$ cat src/rtl/core/jtl_pkg.sv
package jtl_pkg;

	localparam int POS_BITS = 32;
	typedef logic [POS_BITS-1:0] pos_t;

	typedef enum logic [2:0] {
		MODE_IDLE = 3'd0,
		MODE_STR  = 3'd1,
		MODE_ESC  = 3'd2,
		MODE_NUM  = 3'd3,
		MODE_KEY  = 3'd4,
		MODE_BAD  = 3'd5
	} mode_t;

	localparam logic [3:0] KIND_UNDEF    = 4'd0;
	localparam logic [3:0] KIND_LBRACE   = 4'd1;
	localparam logic [3:0] KIND_RBRACE   = 4'd2;
	localparam logic [3:0] KIND_LBRACKET = 4'd3;
	localparam logic [3:0] KIND_RBRACKET = 4'd4;
	localparam logic [3:0] KIND_COMMA    = 4'd5;
	localparam logic [3:0] KIND_COLON    = 4'd6;
	localparam logic [3:0] KIND_STRING   = 4'd7;
	localparam logic [3:0] KIND_NUMBER   = 4'd8;
	localparam logic [3:0] KIND_TRUE     = 4'd9;
	localparam logic [3:0] KIND_FALSE    = 4'd10;
	localparam logic [3:0] KIND_NULL     = 4'd11;
	localparam logic [3:0] KIND_END      = 4'd12;
	localparam logic [3:0] KIND_UNTERM   = 4'd13;

	localparam logic [1:0] KW_TRUE  = 2'd0;
	localparam logic [1:0] KW_FALSE = 2'd1;
	localparam logic [1:0] KW_NULL  = 2'd2;

	localparam logic [7:0] CH_NUL      = 8'h00;
	localparam logic [7:0] CH_TAB      = 8'h09;
	localparam logic [7:0] CH_LF       = 8'h0A;
	localparam logic [7:0] CH_CR       = 8'h0D;
	localparam logic [7:0] CH_SPACE    = 8'h20;
	localparam logic [7:0] CH_QUOTE    = 8'h22;
	localparam logic [7:0] CH_COMMA    = 8'h2C;
	localparam logic [7:0] CH_MINUS    = 8'h2D;
	localparam logic [7:0] CH_DOT      = 8'h2E;
	localparam logic [7:0] CH_ZERO     = 8'h30;
	localparam logic [7:0] CH_NINE     = 8'h39;
	localparam logic [7:0] CH_COLON    = 8'h3A;
	localparam logic [7:0] CH_LBRACKET = 8'h5B;
	localparam logic [7:0] CH_BSLASH   = 8'h5C;
	localparam logic [7:0] CH_RBRACKET = 8'h5D;
	localparam logic [7:0] CH_LC_F     = 8'h66;
	localparam logic [7:0] CH_LC_N     = 8'h6E;
	localparam logic [7:0] CH_LC_T     = 8'h74;
	localparam logic [7:0] CH_LBRACE   = 8'h7B;
	localparam logic [7:0] CH_RBRACE   = 8'h7D;

	localparam int QDEPTH = 4;
	localparam int QAW    = $clog2(QDEPTH);
	localparam int QCW    = $clog2(QDEPTH + 1);

	typedef struct packed {
		logic [3:0]  kind;
		logic [31:0] start;
		logic [31:0] length;
		logic        run_end;
	} token_t;

	typedef struct packed {
		logic [1:0] n;
		token_t     tok0;
		token_t     tok1;
	} push_t;

	typedef struct packed {
		logic   avail;
		token_t tok;
	} qhead_t;

	function automatic logic is_ws(logic [7:0] b);
		return b == CH_SPACE || b == CH_TAB || b == CH_LF || b == CH_CR;
	endfunction

	function automatic logic is_digit(logic [7:0] b);
		return b >= CH_ZERO && b <= CH_NINE;
	endfunction

	function automatic logic [2:0] kw_len(logic [1:0] c);
		return (c == KW_FALSE) ? 3'd5 : 3'd4;
	endfunction

	function automatic logic [3:0] kw_kind(logic [1:0] c);
		logic [3:0] k;
		k = KIND_UNDEF;
		unique case (c)
			KW_TRUE:  k = KIND_TRUE;
			KW_FALSE: k = KIND_FALSE;
			KW_NULL:  k = KIND_NULL;
			default:  k = KIND_UNDEF;
		endcase
		return k;
	endfunction

	// letter i of the chosen keyword
	function automatic logic [7:0] kw_char(logic [1:0] c, logic [2:0] i);
		logic [7:0] r;
		r = CH_NUL;
		unique case ({c, i})
			{KW_TRUE, 3'd0}:  r = 8'h74;
			{KW_TRUE, 3'd1}:  r = 8'h72;
			{KW_TRUE, 3'd2}:  r = 8'h75;
			{KW_TRUE, 3'd3}:  r = 8'h65;
			{KW_FALSE, 3'd0}: r = 8'h66;
			{KW_FALSE, 3'd1}: r = 8'h61;
			{KW_FALSE, 3'd2}: r = 8'h6C;
			{KW_FALSE, 3'd3}: r = 8'h73;
			{KW_FALSE, 3'd4}: r = 8'h65;
			{KW_NULL, 3'd0}:  r = 8'h6E;
			{KW_NULL, 3'd1}:  r = 8'h75;
			{KW_NULL, 3'd2}:  r = 8'h6C;
			{KW_NULL, 3'd3}:  r = 8'h6C;
			default:          r = CH_NUL;
		endcase
		return r;
	endfunction

endpackage

$ cat src/rtl/core/json_token_lexer_unit.sv
// channel  | handshake                 | payload
// text     | text_valid / text_stall   | text_byte
// token    | token_valid / token_stall | token_kind, token_start, token_length, final_of_run
//
// One byte is taken per cycle while the token queue has two free slots.
// A token is written into the token queue and then into the output register.
// Bytes that end a number on a punctuation mark queue two tokens; the output
// drains one per cycle unless stalled; a long run is paced by the output port.
// Reset clears the lexer mode, positions and queue; no clearing pass is needed.
module json_token_lexer_unit (
	input  logic        clk,
	input  logic        arst_n,
	input  logic [7:0]  text_byte,
	input  logic        text_valid,
	output logic        text_stall,
	output logic [3:0]  token_kind,
	output logic [31:0] token_start,
	output logic [31:0] token_length,
	output logic        final_of_run,
	output logic        token_valid,
	input  logic        token_stall
);

	jtl_pkg::push_t  push;
	jtl_pkg::qhead_t head;
	logic            room;
	logic            pop;

	jtl_front u_front (
		.clk        (clk),
		.arst_n     (arst_n),
		.text_byte  (text_byte),
		.text_valid (text_valid),
		.text_stall (text_stall),
		.room       (room),
		.push       (push)
	);

	jtl_queue u_queue (
		.clk    (clk),
		.arst_n (arst_n),
		.push   (push),
		.room   (room),
		.pop    (pop),
		.head   (head)
	);

	jtl_back u_back (
		.clk          (clk),
		.arst_n       (arst_n),
		.head         (head),
		.pop          (pop),
		.token_valid  (token_valid),
		.token_stall  (token_stall),
		.token_kind   (token_kind),
		.token_start  (token_start),
		.token_length (token_length),
		.final_of_run (final_of_run)
	);

endmodule

$ cat src/rtl/core/jtl_front.sv
module jtl_front (
	input  logic            clk,
	input  logic            arst_n,
	input  logic [7:0]      text_byte,
	input  logic            text_valid,
	output logic            text_stall,
	input  logic            room,
	output jtl_pkg::push_t  push
);

	jtl_pkg::mode_t       mode_q, mode_d;
	logic [1:0]           choice_q, choice_d;
	logic [2:0]           matched_q, matched_d;
	jtl_pkg::pos_t        pend_q, pend_d;
	jtl_pkg::pos_t        pos_q;
	jtl_pkg::pos_t        span, span1;

	logic                 acc;
	logic                 is_nul;
	logic                 idle_emit;
	logic [3:0]           idle_kind;
	jtl_pkg::mode_t       idle_mode;
	logic                 idle_open;
	logic                 idle_key;
	logic [1:0]           idle_choice;
	logic                 num_cont, num_end;
	logic                 key_ok, key_done;
	logic [2:0]           matched_inc;

	logic [1:0]           n;
	jtl_pkg::token_t      tok0, tok1;

	assign text_stall  = !room;
	assign acc         = text_valid && room;
	assign is_nul      = text_byte == jtl_pkg::CH_NUL;
	assign span        = pos_q - pend_q;
	assign span1       = span + jtl_pkg::pos_t'(1);
	assign matched_inc = matched_q + 3'd1;

	// classify the byte as the start of a new token
	always_comb begin
		idle_emit   = 1'b1;
		idle_kind   = jtl_pkg::KIND_UNDEF;
		idle_mode   = jtl_pkg::MODE_IDLE;
		idle_open   = 1'b0;
		idle_key    = 1'b0;
		idle_choice = jtl_pkg::KW_TRUE;
		priority if (jtl_pkg::is_ws(text_byte)) begin
			idle_emit = 1'b0;
		end else if (text_byte == jtl_pkg::CH_LBRACE) begin
			idle_kind = jtl_pkg::KIND_LBRACE;
		end else if (text_byte == jtl_pkg::CH_RBRACE) begin
			idle_kind = jtl_pkg::KIND_RBRACE;
		end else if (text_byte == jtl_pkg::CH_LBRACKET) begin
			idle_kind = jtl_pkg::KIND_LBRACKET;
		end else if (text_byte == jtl_pkg::CH_RBRACKET) begin
			idle_kind = jtl_pkg::KIND_RBRACKET;
		end else if (text_byte == jtl_pkg::CH_COMMA) begin
			idle_kind = jtl_pkg::KIND_COMMA;
		end else if (text_byte == jtl_pkg::CH_COLON) begin
			idle_kind = jtl_pkg::KIND_COLON;
		end else if (is_nul) begin
			idle_kind = jtl_pkg::KIND_END;
		end else begin
			idle_emit = 1'b0;
			idle_open = 1'b1;
			if (text_byte == jtl_pkg::CH_QUOTE) begin
				idle_mode = jtl_pkg::MODE_STR;
			end else if (jtl_pkg::is_digit(text_byte) || text_byte == jtl_pkg::CH_MINUS) begin
				idle_mode = jtl_pkg::MODE_NUM;
			end else if (text_byte == jtl_pkg::CH_LC_T) begin
				idle_mode = jtl_pkg::MODE_KEY;
				idle_key  = 1'b1;
			end else if (text_byte == jtl_pkg::CH_LC_F) begin
				idle_mode   = jtl_pkg::MODE_KEY;
				idle_key    = 1'b1;
				idle_choice = jtl_pkg::KW_FALSE;
			end else if (text_byte == jtl_pkg::CH_LC_N) begin
				idle_mode   = jtl_pkg::MODE_KEY;
				idle_key    = 1'b1;
				idle_choice = jtl_pkg::KW_NULL;
			end else begin
				idle_mode = jtl_pkg::MODE_BAD;
			end
		end
	end

	assign num_cont = jtl_pkg::is_digit(text_byte) || text_byte == jtl_pkg::CH_MINUS
		|| text_byte == jtl_pkg::CH_DOT;
	assign num_end  = is_nul || jtl_pkg::is_ws(text_byte) || text_byte == jtl_pkg::CH_COMMA
		|| text_byte == jtl_pkg::CH_RBRACE || text_byte == jtl_pkg::CH_RBRACKET;
	assign key_ok   = choice_q != 2'd3 && matched_q < jtl_pkg::kw_len(choice_q)
		&& text_byte == jtl_pkg::kw_char(choice_q, matched_q);
	assign key_done = matched_inc == jtl_pkg::kw_len(choice_q);

	// next state
	always_comb begin
		mode_d    = mode_q;
		choice_d  = choice_q;
		matched_d = matched_q;
		pend_d    = pend_q;
		unique case (mode_q)
			jtl_pkg::MODE_STR, jtl_pkg::MODE_ESC: begin
				if (is_nul) begin
					mode_d = jtl_pkg::MODE_IDLE;
				end else if (mode_q == jtl_pkg::MODE_ESC) begin
					mode_d = jtl_pkg::MODE_STR;
				end else if (text_byte == jtl_pkg::CH_BSLASH) begin
					mode_d = jtl_pkg::MODE_ESC;
				end else if (text_byte == jtl_pkg::CH_QUOTE) begin
					mode_d = jtl_pkg::MODE_IDLE;
				end
			end
			jtl_pkg::MODE_NUM: begin
				if (num_cont) begin
					mode_d = mode_q;
				end else if (num_end) begin
					mode_d = idle_mode;
					if (idle_open) pend_d = pos_q;
					if (idle_key) begin
						choice_d  = idle_choice;
						matched_d = 3'd1;
					end
				end else begin
					mode_d = jtl_pkg::MODE_BAD;
				end
			end
			jtl_pkg::MODE_KEY: begin
				if (key_ok) begin
					matched_d = matched_inc;
					if (key_done) mode_d = jtl_pkg::MODE_IDLE;
				end else if (is_nul) begin
					mode_d = jtl_pkg::MODE_IDLE;
				end else begin
					mode_d = jtl_pkg::MODE_BAD;
				end
			end
			jtl_pkg::MODE_BAD: begin
				if (is_nul) mode_d = jtl_pkg::MODE_IDLE;
			end
			default: begin
				mode_d = idle_mode;
				if (idle_open) pend_d = pos_q;
				if (idle_key) begin
					choice_d  = idle_choice;
					matched_d = 3'd1;
				end
			end
		endcase
		if (is_nul) mode_d = jtl_pkg::MODE_IDLE;
	end

	// emitted tokens
	always_comb begin
		n    = 2'd0;
		tok0 = '{kind: jtl_pkg::KIND_UNDEF, start: 32'(pend_q), length: 32'(span),
			run_end: 1'b0};
		tok1 = '{kind: jtl_pkg::KIND_END, start: 32'(pos_q), length: 32'd1, run_end: 1'b1};
		unique case (mode_q)
			jtl_pkg::MODE_STR, jtl_pkg::MODE_ESC: begin
				if (is_nul) begin
					n         = 2'd2;
					tok0.kind = jtl_pkg::KIND_UNTERM;
				end else if (mode_q == jtl_pkg::MODE_STR && text_byte == jtl_pkg::CH_QUOTE) begin
					n           = 2'd1;
					tok0.kind   = jtl_pkg::KIND_STRING;
					tok0.length = 32'(span1);
				end
			end
			jtl_pkg::MODE_NUM: begin
				if (!num_cont && num_end) begin
					tok0.kind = jtl_pkg::KIND_NUMBER;
					tok1.kind = idle_kind;
					n         = idle_emit ? 2'd2 : 2'd1;
				end
			end
			jtl_pkg::MODE_KEY: begin
				if (key_ok) begin
					if (key_done) begin
						n           = 2'd1;
						tok0.kind   = jtl_pkg::kw_kind(choice_q);
						tok0.length = 32'(span1);
					end
				end else if (is_nul) begin
					n = 2'd2;
				end
			end
			jtl_pkg::MODE_BAD: begin
				if (is_nul) n = 2'd2;
			end
			default: begin
				if (idle_emit) begin
					n           = 2'd1;
					tok0.kind   = idle_kind;
					tok0.start  = 32'(pos_q);
					tok0.length = 32'd1;
				end
			end
		endcase
		tok0.run_end = n == 2'd1;
	end

	assign push.n    = acc ? n : 2'd0;
	assign push.tok0 = tok0;
	assign push.tok1 = tok1;

	always_ff @(posedge clk or negedge arst_n) begin
		if (!arst_n) begin
			mode_q    <= jtl_pkg::MODE_IDLE;
			choice_q  <= jtl_pkg::KW_TRUE;
			matched_q <= 3'd0;
			pend_q    <= '0;
			pos_q     <= '0;
		end else if (acc) begin
			mode_q    <= mode_d;
			choice_q  <= choice_d;
			matched_q <= matched_d;
			pend_q    <= pend_d;
			pos_q     <= is_nul ? '0 : pos_q + jtl_pkg::pos_t'(1);
		end
	end

endmodule

$ cat src/rtl/core/jtl_queue.sv
module jtl_queue (
	input  logic            clk,
	input  logic            arst_n,
	input  jtl_pkg::push_t  push,
	output logic            room,
	input  logic            pop,
	output jtl_pkg::qhead_t head
);

	jtl_pkg::token_t             entries_q [jtl_pkg::QDEPTH];
	logic [jtl_pkg::QAW-1:0]     wr_q, rd_q;
	logic [jtl_pkg::QCW-1:0]     cnt_q;
	logic [jtl_pkg::QAW-1:0]     wr_next;

	assign wr_next    = wr_q + jtl_pkg::QAW'(1);
	// keep space for the two tokens one byte can cause
	assign room       = cnt_q <= jtl_pkg::QCW'(jtl_pkg::QDEPTH - 2);
	assign head.avail = cnt_q != '0;
	assign head.tok   = entries_q[rd_q];

	always_ff @(posedge clk) begin
		if (push.n != 2'd0) entries_q[wr_q] <= push.tok0;
		if (push.n == 2'd2) entries_q[wr_next] <= push.tok1;
	end

	always_ff @(posedge clk or negedge arst_n) begin
		if (!arst_n) begin
			wr_q  <= '0;
			rd_q  <= '0;
			cnt_q <= '0;
		end else begin
			wr_q  <= wr_q + jtl_pkg::QAW'(push.n);
			rd_q  <= rd_q + jtl_pkg::QAW'(pop);
			cnt_q <= cnt_q + jtl_pkg::QCW'(push.n) - jtl_pkg::QCW'(pop);
		end
	end

endmodule

$ cat src/rtl/core/jtl_back.sv
module jtl_back (
	input  logic            clk,
	input  logic            arst_n,
	input  jtl_pkg::qhead_t head,
	output logic            pop,
	output logic            token_valid,
	input  logic            token_stall,
	output logic [3:0]      token_kind,
	output logic [31:0]     token_start,
	output logic [31:0]     token_length,
	output logic            final_of_run
);

	logic            valid_q;
	jtl_pkg::token_t tok_q;

	assign pop = head.avail && (!valid_q || !token_stall);

	always_ff @(posedge clk or negedge arst_n) begin
		if (!arst_n) begin
			valid_q <= 1'b0;
		end else if (pop) begin
			valid_q <= 1'b1;
		end else if (!token_stall) begin
			valid_q <= 1'b0;
		end
	end

	always_ff @(posedge clk) begin
		if (pop) tok_q <= head.tok;
	end

	assign token_valid  = valid_q;
	assign token_kind   = tok_q.kind;
	assign token_start  = tok_q.start;
	assign token_length = tok_q.length;
	assign final_of_run = tok_q.run_end;

endmodule

$ cat config.mk
export PLATFORM = sky130hd
export DESIGN_NAME = json_token_lexer_unit
export DESIGN_NICKNAME = d
export VERILOG_FILES = /design/src/rtl/core/jtl_pkg.sv /design/src/rtl/core/json_token_lexer_unit.sv /design/src/rtl/core/jtl_front.sv /design/src/rtl/core/jtl_queue.sv /design/src/rtl/core/jtl_back.sv
export SDC_FILE = /design/constraint.sdc
export NUM_CORES = 1
export LEC_CHECK = 0
export ABC_CLOCK_PERIOD_IN_PS = 5500
export BUFFER_PORTS_ARGS = -buffer_cell sky130_fd_sc_hd__clkbuf_2
export CORE_MARGIN = 2
export CORE_UTILIZATION = 45
export CTS_BUF_LIST = sky130_fd_sc_hd__clkbuf_16
export DETAILED_ROUTE_END_ITERATION = 10
export SYNTH_ARGS = -nofsm -noshare
export SYNTH_HDL_FRONTEND = slang
export SYNTH_SLANG_ARGS = --single-unit
$ cat constraint.sdc
create_clock -name clk -period 5.5 [get_ports clk]
set_input_delay 0.275 -clock clk [delete_from_list [all_inputs] [get_ports clk]]
set_output_delay 0.275 -clock clk [all_outputs]
set_load 0.01 [all_outputs]
# Yosys cells after proc, flatten, opt, wreduce, memory -nomap -nowiden

Memory sizes are Yosys's and may differ from the RTL's. A register that Yosys moved wholly into a read port is not among the register bits.
Cells that the tools add are included.
W data, S select, Z words.

Register bits after elaboration: 80
Memory bits (writable): 276
ROM bits: 224
Bits of input ports: 12
Output and inout bits: 71
Logic and storage cells: 214
Memories kept: 2

Add/subtract/negate cells: 9
Order comparisons: 4
Eq/ne operators: 37
Multiplexer cells: 118
Bitwise operators: 2
Reduce and logical (&&, ||, !) cells: 33

Memory list:

| memory            | words | width | rd ports | clocked after memory_dff | write ports | RTL line        | source |
|---|---|---|---|---|---|---|---|
| u_queue.entries_q | 4     | 69    | 1        | 1                        | 2           | jtl_queue.sv:10 | `jtl_pkg::token_t entries_q [jtl_pkg::QDEPTH];` |
| (name not given)  | 32    | 7     | 1        | 0                        | 0           | jtl_pkg.sv:105  | `unique case ({c, i})` |

Operator list:

| operator                | number |
|---|---|
| $mux W32                | 9 |
| $pmux W32 S3            | 1 |
| $mux W3                 | 24 |
| $mux W68                | 1 |
| $add A32 B1 Y32 const B | 2 |
| $eq A8 B7 Y1 const B    | 8 |
| $pmux W32 S2            | 1 |
| $mux W4                 | 14 |
| $eq A8 B6 Y1 const B    | 6 |
| $mux W2                 | 22 |
| $mux W1                 | 40 |
| $sub A32 B32 Y32        | 1 |
| $eq A8 B4 Y1 const B    | 3 |
| $pmux W4 S4             | 1 |
| $pmux W3 S4             | 1 |
| $pmux W4 S3             | 1 |
| $logic_or A1 B1 Y1      | 10 |
| $reduce_and A5 Y1       | 2 |
| $pmux W3 S3             | 1 |
| $eq A8 B8 Y1            | 1 |
| $ge A8 B6 Y1 const B    | 1 |
| $le A8 B6 Y1 const B    | 1 |
| $logic_not A8 Y1        | 1 |
| $ne A2 B1 Y1 const B    | 4 |
| other kinds (31)        | 47 |

# Longest topological paths before layout

Gate-level depths: netlist of the first run.

Word-level depth: 18
Mapped depth: 18
Mapped depth without buffers: 15

# Modules after synthesis

From an unflattened synthesis of the first run, not the netlist that was laid out.

Cells, all modules: 1909
Area total of the unflattened synthesis: 24006.8 µm²

By module, submodules not included:

| module    | instances | cells each | area each (µm²) | seq. area each (µm²) |
|---|---|---|---|---|
| jtl_queue | 1         | 707        | 13700.6         | 8463.1 |
| jtl_front | 1         | 1130       | 8190.4          | 1801.7 |
| jtl_back  | 1         | 72         | 2115.8          | 2097.0 |

# Worst setup path before layout of the first run

OpenSTA, ideal clock, no wires.

Path kind: reg2reg
Start point: reg u_queue.cnt_q[2] (netlist name)
End point: reg u_queue.cnt_q[2] (netlist name)
Library setup time: 123 ps
Arrival time: 5448 ps
Data required time: 5377 ps
Slack: -71 ps
Cell stages (with the launch flop): 10
Buffers on the path: 0
Period minus slack after synthesis: 5571 ps
Path through: dfrtp_1 > nor3_1 > a21oi_1 > ha_1 > inv_1 > ha_1 > inv_1 > fa_1 > xor2_1 > xnor2_1

Elaborated cells between the ends (all ways): 7
Classes of those cells: add/sub: 2; order compare: 1; mux: 1; reduce/logical: 3

RTL lines:

| item                     | RTL line                    | source |
|---|---|---|
| start: declaration       | jtl_queue.sv:12             | `logic [jtl_pkg::QCW-1:0] cnt_q;` |
| start signal: assignment | jtl_queue.sv:34             | `cnt_q <= cnt_q + jtl_pkg::QCW'(push.n) - jtl_pkg::QCW'(pop);` |
| $reduce_bool A3 Y1       | jtl_queue.sv:18             | `assign head.avail = cnt_q != '0;` |
| $logic_and A1 B1 Y1      | jtl_back.sv:17              | `assign pop = head.avail && (!valid_q \|\| !token_stall);` |
| named net pop            | json_token_lexer_unit.sv:27 | `logic pop;` |
| $sub A3 B1 Y3            | jtl_queue.sv:34             |  |

The timed path passes the listed nets, and every way through them passes these cells.
A chain may end at the register's enable or synchronous reset.

==> results of run 1 <==
## power by group through the flow
stage	logic [µW]	clock network, µW	registers, µW
after floorplan	2970	0	4050
after detailed placement	4130	0	4240
after CTS	4150	3010	4180
final	4190	2960	4180
after global placement	4100	0	4230
after global routing	4520	3140	4240
## worst paths after layout
path | depth (start not counted) | endpoint | from
max in group asynchronous | 3 | u_queue.rd_q[1]$_DFF_PN0_ | arst_n
worst min-delay path | 2 | u_front.choice_q[1]$_DFFE_PN0P_ | arst_n
worst max-delay path | 14 | u_queue.entries_q[3][56]$_DFFE_PP_ | u_front.matched_q[0]$_DFFE_PN0P_
worst min register to register | 2 | u_queue.entries_q[1][22]$_SDFFE_PP0P_ | u_queue.entries_q[1][22]$_SDFFE_PP0P_
min in group clk | 2 | u_front.choice_q[0]$_DFFE_PN0P_ | text_byte[3]
worst max register to register | 14 | u_queue.entries_q[3][56]$_DFFE_PP_ | u_front.matched_q[0]$_DFFE_PN0P_
## per-stage QoR
| step | util [%] | area, µm² | instances | total power, µW |
|---|---|---|---|---|
| after CTS | 50.7 | 24300 | 2801 | 11300 |
| after global routing | 50.7 | 24300 | 2801 | 11900 |
| after detailed placement | 47.7 | 22900 | 2715 | 8370 |
| final | 50.8 | 24300 | 2802 | 11300 |
| after global placement | 47.7 | 22900 | 2715 | 8330 |
| after floorplan | - | 21900 | 2123 | 7020 |
## placed cells by master (no fill, tap or decap), types with 31 or more instances in the layout
master                        n
sky130_fd_sc_hd__clkbuf_2    81
sky130_fd_sc_hd__dfxtp_1    132
sky130_fd_sc_hd__nand2_1    286
sky130_fd_sc_hd__mux4_2      69
sky130_fd_sc_hd__ha_1        50
sky130_fd_sc_hd__xor2_1      42
sky130_fd_sc_hd__inv_1       79
sky130_fd_sc_hd__clkbuf_16   46
sky130_fd_sc_hd__xnor2_1     37
sky130_fd_sc_hd__o21ai_0    281
sky130_fd_sc_hd__buf_4       41
sky130_fd_sc_hd__nand3_1     81
sky130_fd_sc_hd__nor2_1     121
sky130_fd_sc_hd__mux2_2      31
sky130_fd_sc_hd__nor3_1      36
sky130_fd_sc_hd__a21oi_1     75
sky130_fd_sc_hd__dfrtp_1     78
sky130_fd_sc_hd__edfxtp_1   213
## layer usage
metal	up-vias	routed length, µm
li1	7850	-
met1	8362	27100
met2	602	28300
met3	114	3790
met4	0	1970
met5	-	0
## flip-flops by register name (all words and copies together) (netlist names)
signal,count
u_front.pend_q,32
u_front.matched_q,3
u_front.pos_q,32
u_front.mode_q,3
u_back.token_start,32
u_back.token_valid,1
u_queue.wr_q,2
u_back.final_of_run,1
u_front.choice_q,2
u_back.token_length,32
u_queue.cnt_q,3
u_queue.entries_q,276
u_queue.rd_q,2
u_back.token_kind,4
## timing repair
item | CTS | global route
endpoints found under the hold margin | 21 | 0
hold buffers | 2 | 0
setup buffers | 0 | 0
## cells by family (layout without fill, tap and decap cells)
| kind of cell | after synthesis | in the layout | share of synthesized area (%) |
|---|---|---|---|
| mux | 104 | 104 | 8.86 |
| simple gates | 676 | 676 | 14.5 |
| buf+inv | 215 | 278 | 3.99 |
| fa+ha+maj | 52 | 52 | 3.03 |
| flops | 425 | 425 | 50.3 |
| other cells | 0 | 1 | 0 |
| compound gates | 570 | 570 | 16.0 |
| xor+xnor | 81 | 81 | 3.30 |
## final cells by class
type / count / area, µm²
Timing Repair Buffer: 126 / 773
Clock inverter: 38 / 270
Multi-Input combinational cell: 1483 / 10100
Clock buffer: 46 / 1150
Tap cell: 615 / 769
Inverter: 68 / 255
Fill cell: 4300 / 23600
Antenna cell: 1 / 2.50
Sequential cell: 425 / 11000
## critical path, stage by stage (launching register included)
cell                       delay [ns]
sky130_fd_sc_hd__dfrtp_1         0.49
sky130_fd_sc_hd__inv_1           0.16
sky130_fd_sc_hd__ha_1            0.34
sky130_fd_sc_hd__nand2b_1        0.15
sky130_fd_sc_hd__a21oi_1         0.23
sky130_fd_sc_hd__o21ai_0         0.13
sky130_fd_sc_hd__a211oi_1        0.31
sky130_fd_sc_hd__nand3_1         0.11
sky130_fd_sc_hd__buf_4           0.19
sky130_fd_sc_hd__o21a_1          0.23
sky130_fd_sc_hd__a211oi_2        0.43
sky130_fd_sc_hd__and2_1          0.47
sky130_fd_sc_hd__nand2_1         0.72
sky130_fd_sc_hd__buf_4           0.46
sky130_fd_sc_hd__o21ai_0         0.18
==> flow_metrics.py, run 1 <==
metrics = {
    "status": {
        "outcome": "completed",
    },
    "pwr": {
        "power.leakage_uw": 0.00917,
        "sw_frac_of_total_pct": 38.6,
        "cellPowerDensity_mw_per_mm2": 465,
        "cell_internal_pwr_uw": 6950,
        "vdd_drop_max_v": 0.000349,
        "power.share.combinational_pct": 37.0,
        "psw_uw": 4370,
        "power.share.clock_pct": 26.1,
        "pwr-share-seq_pct": 36.9,
    },
    "sta": {
        "fin_crit_sh_pct": 87.0,
        "fmax_ghz": 0.209,
        "rsz_0062_raised_after_global_routing": "false",
        "timing_max_transition_violations_final": 0,
        "hold-worst-slack_ns": 0.129,
        "final-setup-viol-count": 0,
        "timing.final.hold_violations": 0,
        "post-route-worst-setup-slack_ns": 0.718,
        "timing_worst_slew_pin_value_ns": 1.02,
        "relSlewSlack_pct": 31.5,
        "timing.setup.tns_ns": 0,
        "post-route-min-period_ns": 4.78,
        "worst_clock_skew_ns": 0.0248,
    },
    "place": {
        "hpwl_after_detailed_placement_um": 40800,
        "post-place-ws_ns": 0.794,
        "place.gp.congestion": 0.900,
        "place.port_buffers": 82,
    },
    "worst_setup_path": {
        "timing.critical_path.required_ns": 5.92,
        "timing.critical_path.to_type": "register",
        "setup.worst_path.class": "register to register",
        "worst-r2r-setup-slack_ns": 0.72,
        "cp.arrival_ns": 5.20,
        "critPathLaunchType": "register",
        "critical_path.max_fanout": 19,
    },
    "floorplan": {
        "die_width_um": 225,
        "row_count": 80,
        "core_area_mm2": 0.0479,
        "die_h_um": 225,
        "ios": 83,
        "initial_core_util_pct": 45.8,
        "fp.dieArea_mm2": 0.0505,
    },
    "route": {
        "vias": 16900,
        "antenna_left": 0,
        "detail_route.first_pass.iterations": 5,
        "drt-initial-drc-count": 1577,
        "via_per_inst": 6.04,
        "detail_route.drc_violations": 0,
        "wl_um": 61200,
        "wire_per_inst_um": 21.8,
    },
    "synthesis": {
        "yosysWarningCount": 0,
        "library_cell_with_the_largest_summed_area_after_synthesis": "sky130_fd_sc_hd__edfxtp_1",
        "synth_seq_area_share_pct": 50.3,
        "area_of_the_mapped_netlist_mm2": 0.0219,
        "post-synth-top-count-cell": "sky130_fd_sc_hd__nand2_1",
        "async_reset_ff_share_pct": 18.8,
        "post_synth_main_area_contributors": "sky130_fd_sc_hd__edfxtp_1 29%, sky130_fd_sc_hd__dfxtp_1 12%, sky130_fd_sc_hd__dfrtp_1 9.1%",
        "synth_commonest_cells": "287 x sky130_fd_sc_hd__nand2_1, 282 x sky130_fd_sc_hd__o21ai_0, 213 x sky130_fd_sc_hd__edfxtp_1",
        "postSynthRegisterBits": 425,
        "syn_inst": 2123,
        "avgSynthCellArea_um2": 10.3,
        "yosys.area.top_type_share_pct": 29.2,
        "synth_enable_flop_cells": 213,
        "synth_cell_types": 97,
        "synth.net_count": 2187,
        "dominantRegCellSynth": "sky130_fd_sc_hd__edfxtp_1",
    },
    "min_path": {
        "hold_class": "primary input to asynchronous set/reset pin",
    },
    "global_route": {
        "globalRouteTotalUtil_pct": 24.4,
        "grt_util_met1_pct": 34.1,
        "grt_pass1_vias": 16300,
        "busiest_layer": "met2",
        "grt_max_degree": 61,
        "grt_pass1_wl_um": 95100,
        "grtUsageMet2_pct": 38.9,
        "antenna_found_initial": 0,
        "grt_overflow_total": 0,
        "globalRouteMet3Util_pct": 3.50,
    },
    "cells_and_area": {
        "drive_above_1_share_pct": 15.1,
        "syn2layout_area_growth_pct": 10.9,
        "finalNetCount": 2213,
    },
    "clock_network": {
        "clock_tree.buffer_depth": 3,
        "cts_max_level": 2,
        "cts_repair_resize_count": 0,
        "root_buffer": "sky130_fd_sc_hd__clkbuf_16",
        "clock_sink_count": 425,
        "clk_latency_ns": 0.59,
        "tritoncts.num_buffers": 45,
        "clkSlewWorstSetupHoldPaths_ns": 0.06,
        "clock_tree_from_tritoncts": "yes",
    },
    "flow_run": {
        "max_cap_viol_count": 0,
    },
}
No activity file was read; power rests on OpenSTA's default activity.
==> run 2, diff against run 1 <==
--- a/config.mk
+++ b/config.mk
@@ -11,6 +11,7 @@
 export CORE_UTILIZATION = 45
 export CTS_BUF_LIST = sky130_fd_sc_hd__clkbuf_16
 export DETAILED_ROUTE_END_ITERATION = 10
+export PLACE_DENSITY_LB_ADDON = 0.15
 export SYNTH_ARGS = -nofsm -noshare
 export SYNTH_HDL_FRONTEND = slang
 export SYNTH_SLANG_ARGS = --single-unit
==> run 2 against run 1 <==
Effect of this change: combinational power is essentially flat; highest routed layer unchanged; clock-buffer cell count grew 4; worst hold slack lost 0.026 ns; sequential cell count is the same; largest power group unchanged; critical path depth is the same; final cell count is essentially flat.
==> flow_metrics.py, run 2 (synthesis results as in run 1) <==
metrics = {
    "floorplan": {
        "initial_core_util_pct": 45.8,
        "die_h_um": 225,
        "die_width_um": 225,
        "ios": 83,
        "row_count": 80,
        "fp.dieArea_mm2": 0.0505,
        "core_area_mm2": 0.0479,
    },
    "cells_and_area": {
        "antenna_cells": 0,
        "most_common_library_cell_in_the_layout_ignoring_fill_and_taps": "sky130_fd_sc_hd__nand2_1",
        "most-common-layout-cells": "286 x sky130_fd_sc_hd__nand2_1, 281 x sky130_fd_sc_hd__o21ai_0, 213 x sky130_fd_sc_hd__edfxtp_1",
        "fillCellCount": 4307,
        "fin_cells": 2804,
        "drive_above_1_share_pct": 15.7,
        "largest_register_ffs": 276,
        "largest_register": "u_queue.entries_q",
        "syn2layout_area_growth_pct": 11.4,
        "finalNetCount": 2214,
    },
    "sta": {
        "post-route-worst-setup-slack_ns": 0.863,
        "fmax_ghz": 0.216,
        "relSlewSlack_pct": 36.8,
        "fin_crit_sh_pct": 84.3,
        "post-route-min-period_ns": 4.64,
        "timing.final.hold_violations": 0,
        "timing_worst_slew_pin_value_ns": 0.949,
        "worst_clock_skew_ns": 0.0202,
        "rsz_0062_raised_after_global_routing": "false",
        "final-setup-viol-count": 0,
        "timing_max_transition_violations_final": 0,
        "timing.setup.tns_ns": 0,
    },
    "worst_setup_path": {
        "cp.arrival_ns": 5.05,
        "crit_chain": "inv_1, ha_1, nand2b_1, a21oi_1, o21ai_0, a211oi_1, nand3_1, buf_4, o21a_1, a211oi_2, and2_1, nand2_1, buf_4, o21ai_0",
        "slowest_stage": "sky130_fd_sc_hd__nand2_1",
        "path_delay_family": "compound AO/OA/AOI/OAI gates",
        "critPathLaunchType": "register",
        "timing.critical_path.required_ns": 5.92,
        "slowest_delay_ns": 0.60,
        "timing.critical_path.to_type": "register",
        "setup.worst_path.class": "register to register",
        "critical_path.max_fanout": 19,
        "timing.critical_path.buf_inv": 3,
    },
    "global_route": {
        "antenna_found_initial": 0,
        "globalRouteTotalUtil_pct": 23.9,
        "grt_overflow_total": 0,
        "grt_pass1_wl_um": 93600,
        "grt_max_degree": 62,
        "grt_pass1_vias": 16000,
    },
    "route": {
        "via_per_inst": 5.99,
        "detail_route.drc_violations": 0,
        "wl_um": 60700,
        "detail_route.first_pass.iterations": 5,
        "antenna_left": 0,
        "vias": 16800,
        "wire_per_inst_um": 21.6,
        "drt-initial-drc-count": 1541,
    },
    "pwr": {
        "fin_total_pwr_uw": 11500,
        "cellPowerDensity_mw_per_mm2": 471,
        "power.leakage_uw": 0.00921,
        "vdd_drop_max_v": 0.000234,
    },
    "place": {
        "place.gp.congestion": 0.911,
        "post-place-ws_ns": 0.918,
        "hpwl_after_detailed_placement_um": 40900,
        "place.detailed.instances": 2714,
        "place.port_buffers": 82,
    },
    "flow_run": {
        "max_cap_viol_count": 0,
    },
    "status": {
        "outcome": "completed",
    },
    "clock_network": {
        "cts_max_level": 2,
        "cts_setup_buffers": 0,
        "clock_tree.buffer_depth": 3,
        "cts_repair_resize_count": 0,
        "tritoncts.num_buffers": 47,
        "clk_latency_ns": 0.60,
        "root_buffer": "sky130_fd_sc_hd__clkbuf_16",
        "clock_sink_count": 425,
        "clkSlewWorstSetupHoldPaths_ns": 0.06,
        "clock_tree_from_tritoncts": "yes",
    },
    "min_path": {
        "hold_class": "primary input to asynchronous set/reset pin",
    },
}
[run 2: area by class of cell]
cell class | instances | area [µm²] | share of cell area [%]
Clock inverter | 38 | 304 | 1.24
Tap cell | 615 | 769 | 3.15
Timing Repair Buffer | 125 | 753 | 3.08
Inverter | 68 | 255 | 1.04
Clock buffer | 50 | 1250 | 5.12
Multi-Input combinational cell | 1483 | 10100 | 41.2
Sequential cell | 425 | 11000 | 45.2
[run 2: worst paths after layout]
| path | cells past startpoint | end | slack (ns) | startpoint |
|---|---|---|---|---|
| setup / recovery | 14 | u_queue.entries_q[3][54]$_DFFE_PP_ | 0.86 | u_front.matched_q[0]$_DFFE_PN0P_ |
| hold / removal | 2 | u_front.choice_q[1]$_DFFE_PN0P_ | 0.10 | arst_n |
| max in group asynchronous | 3 | u_front.pos_q[30]$_DFFE_PN0P_ | 4.22 | arst_n |
| hold reg to reg | 2 | u_queue.entries_q[3][16]$_SDFFE_PP0P_ | 0.45 | u_queue.entries_q[3][16]$_SDFFE_PP0P_ |
| min in group clk | 3 | u_front.choice_q[1]$_DFFE_PN0P_ | 0.16 | text_byte[7] |
| setup reg to reg | 14 | u_queue.entries_q[3][54]$_DFFE_PP_ | 0.86 | u_front.matched_q[0]$_DFFE_PN0P_ |
[run 2: routing by layer]
layer  GRT usage, %  vias to the layer above  part of all wire [%]
li1               -                     7869                     -
met1           33.9                     8263                    45
met2           38.0                      574                    46
met3           3.85                       94                   5.9
met4           6.94                        0                   2.5
met5              0                        -                     0
[run 2: per-stage QoR]
step / utilization, % / hold WS [ns] / instance area [µm²]
after global placement: 47.7 / 0.186 / 22900
after CTS: 51.0 / 0.0916 / 24400
final: 51.0 / 0.103 / 24400
after floorplan: - / -0.0206 / 21900
after detailed placement: 47.7 / 0.189 / 22900
after global routing: 51.0 / 0.129 / 24400
[run 2: what timing repair did]
action	CTS	global route
endpoints found under the hold margin	20	0
setup endpoints to repair	0	0
hold buffers	2	0
[run 2: power by group]
part           internal (µW)  switching (µW)
clock network           1800            1340
logic                   1530            2680
registers               3750             428
